File: src/design/mma_pkg.sv
// ----------------------------------------------------------------------------
// mma_pkg: shared types and constants
// Transaction payloads, opcodes, register indexes and the control bundle of
// the shared arithmetic unit.
// ----------------------------------------------------------------------------
package mma_pkg;

  localparam int DATA_W = 32;
  localparam int DIM_W  = 4;
  localparam int IDX_W  = 3;
  localparam int OP_W   = 2;
  localparam int CFG_IDX_W = 3;

  localparam logic [OP_W-1:0] OP_WR_A    = 2'd0;
  localparam logic [OP_W-1:0] OP_WR_B    = 2'd1;
  localparam logic [OP_W-1:0] OP_COMPUTE = 2'd2;

  localparam logic [CFG_IDX_W-1:0] REG_MODE   = 3'd0;
  localparam logic [CFG_IDX_W-1:0] REG_A_ROWS = 3'd1;
  localparam logic [CFG_IDX_W-1:0] REG_A_COLS = 3'd2;
  localparam logic [CFG_IDX_W-1:0] REG_B_ROWS = 3'd3;
  localparam logic [CFG_IDX_W-1:0] REG_B_COLS = 3'd4;

  localparam logic MODE_ADD = 1'b0;
  localparam logic MODE_MUL = 1'b1;

  typedef struct packed {
    logic [OP_W-1:0]          op;
    logic [IDX_W-1:0]         row;
    logic [IDX_W-1:0]         col;
    logic signed [DATA_W-1:0] value;
  } in_item_t;

  typedef struct packed {
    logic [IDX_W-1:0]         out_row;
    logic [IDX_W-1:0]         out_col;
    logic signed [DATA_W-1:0] out_value;
    logic                     dim_error;
    logic                     last;
  } out_item_t;

  typedef struct packed {
    logic mul_sel;
    logic prod_en;
    logic acc_clr;
    logic acc_en;
  } alu_ctrl_t;

endpackage

File: src/design/mma_alu.sv
// ----------------------------------------------------------------------------
// mma_alu: shared multiply/add unit with accumulator
// Forms a registered product or sum of two operands and accumulates it.
// ----------------------------------------------------------------------------
module mma_alu (
  input  logic                        clk,
  input  mma_pkg::alu_ctrl_t          ctrl,
  input  logic [mma_pkg::DATA_W-1:0]  op_a,
  input  logic [mma_pkg::DATA_W-1:0]  op_b,
  output logic [mma_pkg::DATA_W-1:0]  sum
);

  logic [mma_pkg::DATA_W-1:0] prod;
  logic [mma_pkg::DATA_W-1:0] acc;

  assign sum = acc + prod;

  always_ff @(posedge clk) begin
    if (ctrl.prod_en) begin
      prod <= ctrl.mul_sel ? (op_a * op_b) : (op_a + op_b);
    end
    if (ctrl.acc_clr) begin
      acc <= '0;
    end else if (ctrl.acc_en) begin
      acc <= sum;
    end
  end

endmodule

File: config.mk
export PLATFORM = sky130hd
export DESIGN_NAME = mma_alu
export DESIGN_NICKNAME = d
export VERILOG_FILES = /design/src/design/mma_pkg.sv /design/src/design/mma_alu.sv
export SDC_FILE = /design/constraint.sdc
export NUM_CORES = 1
export LEC_CHECK = 0
export CORE_MARGIN = 4
export CORE_UTILIZATION = 60
export DETAILED_ROUTE_END_ITERATION = 6
export DONT_BUFFER_PORTS = 1
export PLACE_DENSITY = 0.73
export SYNTH_ARGS = -nofsm -noshare
export SYNTH_HDL_FRONTEND = slang
export SYNTH_SLANG_ARGS = --single-unit
File: constraint.sdc
create_clock -name clk -period 10.1 [get_ports clk]
set_input_delay 2.525 -clock clk [delete_from_list [all_inputs] [get_ports clk]]
set_output_delay 2.525 -clock clk [all_outputs]
set_load 0.01 [all_outputs]
==> flow_summary_export.csv <==
group,metric,value,unit
worst_setup_path,r2r_slack,6.50,ns
worst_setup_path,criticalPathCategory,"input pin to register",
timing,fin_crit,9.01,ns
clocking,cts_resized,0,
min_path,holdPathEnd,"acc[30]",
run,drv_cap,0,
route,wl_per_cell,21.8,um
logic_synthesis,netlist-cell-type-count,72,
clocking,clkTransAtPathRegs,0.06,ns
floorplan,die_area,38100,um^2
timing,holdWs,0.486,ns
logic_synthesis,yosysWarnings,0,
logic_synthesis,synthCells,2345,
logic_synthesis,synthXorXnorAreaFrac,5.48,%
floorplan,core_area,34500,um^2
worst_setup_path,critPathArrivalTime,9.09,ns
logic_synthesis,synth_top_family_by_area,"adder cells",
finish,syn_to_final_growth,2.30,%
worst_setup_path,critPathBufInv,4,
clocking,worstSkewPairLatency,0.33,ns
floorplan,initial_utilization,60.9,%
clocking,ctsHoldBuffers,0,
finish,n_fill_cell,2989,
logic_synthesis,ys.flop_type,"edfxtp_1",
timing,setup_violations,0,
worst_setup_path,crit_chain,"and2_1 -> fa_1 -> inv_1 -> fa_1 -> fa_1 -> fa_1 -> inv_1 -> fa_1 -> inv_1 -> fa_1 -> inv_1 -> fa_1 -> fa_1 -> ha_1 -> a21o_1 -> a211o_1 -> o211ai_1 -> nor2_1 -> o21ai_0 -> a31oi_1 -> a31oi_1 -> o21ai_0 -> xnor2_1 -> mux2i_1",
route,antenna_left,0,
logic_synthesis,ys_async_sr_fraction,0,%
outcome,outcome,"finished clean",
worst_setup_path,reg2reg_from,"prod[0]",
clocking,cts-root-buf,"clkbuf_16",
logic_synthesis,synth_compound_area_share,7.79,%
worst_setup_path,critPathLaunchType,"input pin",
worst_setup_path,cp_common_cell,"fa_1",
route,wirelength,59300,um
worst_setup_path,worstSetupEndpointType,"register",
route,drc,0,
clocking,postCtsSetupRepairBufs,0,
global_routing,grt_pass1_vias,17700,
clocking,clk_path_buf_depth,2,
global_routing,antenna_found_initial,3,
worst_setup_path,cpPeakStageDelay,0.54,ns
logic_synthesis,synth.area.mux_share,1.63,%
clocking,cts_max_level,3,
worst_setup_path,path_max_fanout,30,
route,dr.first_iter.drc_count,1019,
worst_setup_path,r2r_cells,13,
global_routing,grt_max_degree,56,
timing,tightest_slew,0.687,ns
floorplan,die_w,195,um
logic_synthesis,syn-num-nets,3009,
clocking,cts_made_buffers,9,
global_routing,track_usage,31.8,%
min_path,hold_start,"acc[30]",
worst_setup_path,cp.required,10.17,ns
timing,final_max_slew_viol_count,0,
logic_synthesis,yosys.area_share.simple,18.4,%
logic_synthesis,synthAdderAreaFrac,50.0,%
logic_synthesis,syn_avg_cell_area,8.97,um^2
floorplan,rows,68,
floorplan,die_h,195,um
timing,fmax,111,MHz
min_path,min_path_cells,2,
timing,rsz0062_at_grt,"no",
logic_synthesis,syn_area,21000,um^2
worst_setup_path,r2r-end,"acc[30]",
route,firstDrtPassIters,5,
logic_synthesis,yosysSeqAreaShare,7.62,%
global_routing,grt_pass1_wl,95500,um
worst_setup_path,cp_top_family,"adder cells",
timing,tns,0,ns
place,dpl.hpwl,46100,um
route,viasPerCell,5.93,
timing,relSlewSlack,53.6,%
logic_synthesis,synth-edff-count,32,
timing,skew,0.00556,ns
place,io_buffer_count,0,
timing,hold_violations,0,
clocking,cts_tree,"yes",
logic_synthesis,ys_seq_elements,64,
global_routing,grt_overflow,0,
route,num_vias,16100,
clocking,numClockSinks,64,
finish,drive_above_1_share,1.33,%
worst_setup_path,crit_slowest_cell,"fa_1",
place,gp_congestion,0.929,
min_path,min_path_type,"register to register",
floorplan,pin_count,101,
timing,fin_crit_sh,89.2,%
finish,final_nets,2920,
## logic make-up (layout without fill, tap and decap cells)
logic type / Yosys count / in the layout
xor+xnor: 130 / 130
flops: 64 / 64
compound gates: 255 / 255
other cells: 0 / 1
fa+ha+maj: 595 / 595
buf+inv: 505 / 421
mux: 34 / 34
simple gates: 762 / 762
## metal layers
metal	global-route usage, %	vias up	routed length, um
li1	-	7106	-
met1	39.9	8012	22700
met2	53.0	799	28100
met3	7.73	187	5680
met4	13.2	0	2870
met5	0	-	0
## state kept, by name (all words and copies together), names as in the netlist
name and count:
acc 32, prod 32
## placed cells by master, fill, tap and decap left out, types with 8 or more instances in the layout
master	instances
clkbuf_16	9
xor2_1	41
nor2_1	71
and3_1	10
nor2b_1	17
nand3_1	19
a31oi_1	12
dfxtp_1	32
ha_1	185
mux2i_1	32
edfxtp_1	32
nand4_1	8
nand2_1	283
inv_1	404
nor3_1	14
o21ai_0	72
a211oi_1	10
fa_1	410
nand2b_1	12
xnor2_1	88
a21o_1	20
and2_1	304
o31ai_1	9
a21oi_1	65
o21a_1	8
## final cells by class
cell class | count | area [um^2] | area share (%)
multi-input cells | 1776 | 17500 | 81.4
clock buffers | 9 | 225 | 1.05
inverters | 405 | 1520 | 7.07
clock inverters | 7 | 72.6 | 0.337
flip-flops and latches | 64 | 1600 | 7.44
well taps | 455 | 569 | 2.65
diodes | 1 | 2.50 | 0.0116
## cell usage after synthesis (3+ instances only)
master | n | area (um^2)
a31oi_1 | 12 | 75.1
nor3b_1 | 4 | 30.0
nor2_1 | 71 | 267
a211o_1 | 5 | 43.8
nor3_1 | 14 | 70.1
a311o_1 | 3 | 30.0
o21a_1 | 8 | 60.1
a211oi_1 | 10 | 75.1
and4_1 | 3 | 26.3
o22ai_1 | 3 | 18.8
edfxtp_1 | 32 | 961
and3_1 | 10 | 62.6
xor2_1 | 41 | 359
buf_1 | 4 | 15.0
o21ai_0 | 72 | 360
nor2b_1 | 17 | 106
o31ai_1 | 9 | 67.6
a21oi_1 | 65 | 325
or3_1 | 3 | 18.8
a21o_1 | 20 | 150
xnor2_1 | 88 | 771
nand4_1 | 8 | 50.1
and2_1 | 304 | 1900
o21ai_1 | 3 | 15.0
a21boi_0 | 5 | 37.5
nand2b_1 | 12 | 75.1
dfxtp_1 | 32 | 641
clkbuf_1 | 93 | 349
mux2i_1 | 32 | 320
fa_1 | 410 | 8210
o211ai_1 | 3 | 22.5
ha_1 | 185 | 2310
o21bai_1 | 7 | 52.6
nor4_1 | 7 | 43.8
nand3_1 | 19 | 95.1
inv_1 | 404 | 1520
nand2_1 | 283 | 1060
## stage by stage
stage	util (%)	cell area, um^2	setup slack, ns	cells
6_report	62.3	21500	1.09	2717
5_1_grt	62.3	21500	0.656	2717
4_1_cts	62.3	21500	1.20	2716
3_5_place_dp	61.4	21200	0.852	2700
3_3_place_gp	61.4	21200	0.923	2700
2_1_floorplan	-	21000	0.951	2345
## worst max path at each step
stage	from	end	cells past startpoint
final	op_b[2]	prod[31]	24
after global routing	op_b[5]	prod[31]	24
after CTS	op_b[2]	prod[31]	24
after detailed placement	op_b[2]	prod[31]	24
after global placement	op_b[2]	prod[31]	24
after floorplan	op_b[2]	prod[31]	26
## worst register-to-register path, stage by stage, from the launching register on
cell and delay (ns):
edfxtp_1 0.37, ha_1 0.25, inv_1 0.08, fa_1 0.22
nor2b_1 0.06, o21ai_0 0.20, a21oi_1 0.12, o21ai_0 0.33
a211oi_1 0.17, o41ai_1 0.66, o21ai_1 0.29, o21ai_0 0.43
mux2i_1 0.22, o21ai_0 0.08
Power is left out: the tool's default activity adds up to more than one toggle a clock period on the data nets, which glitch-free logic cannot reach.
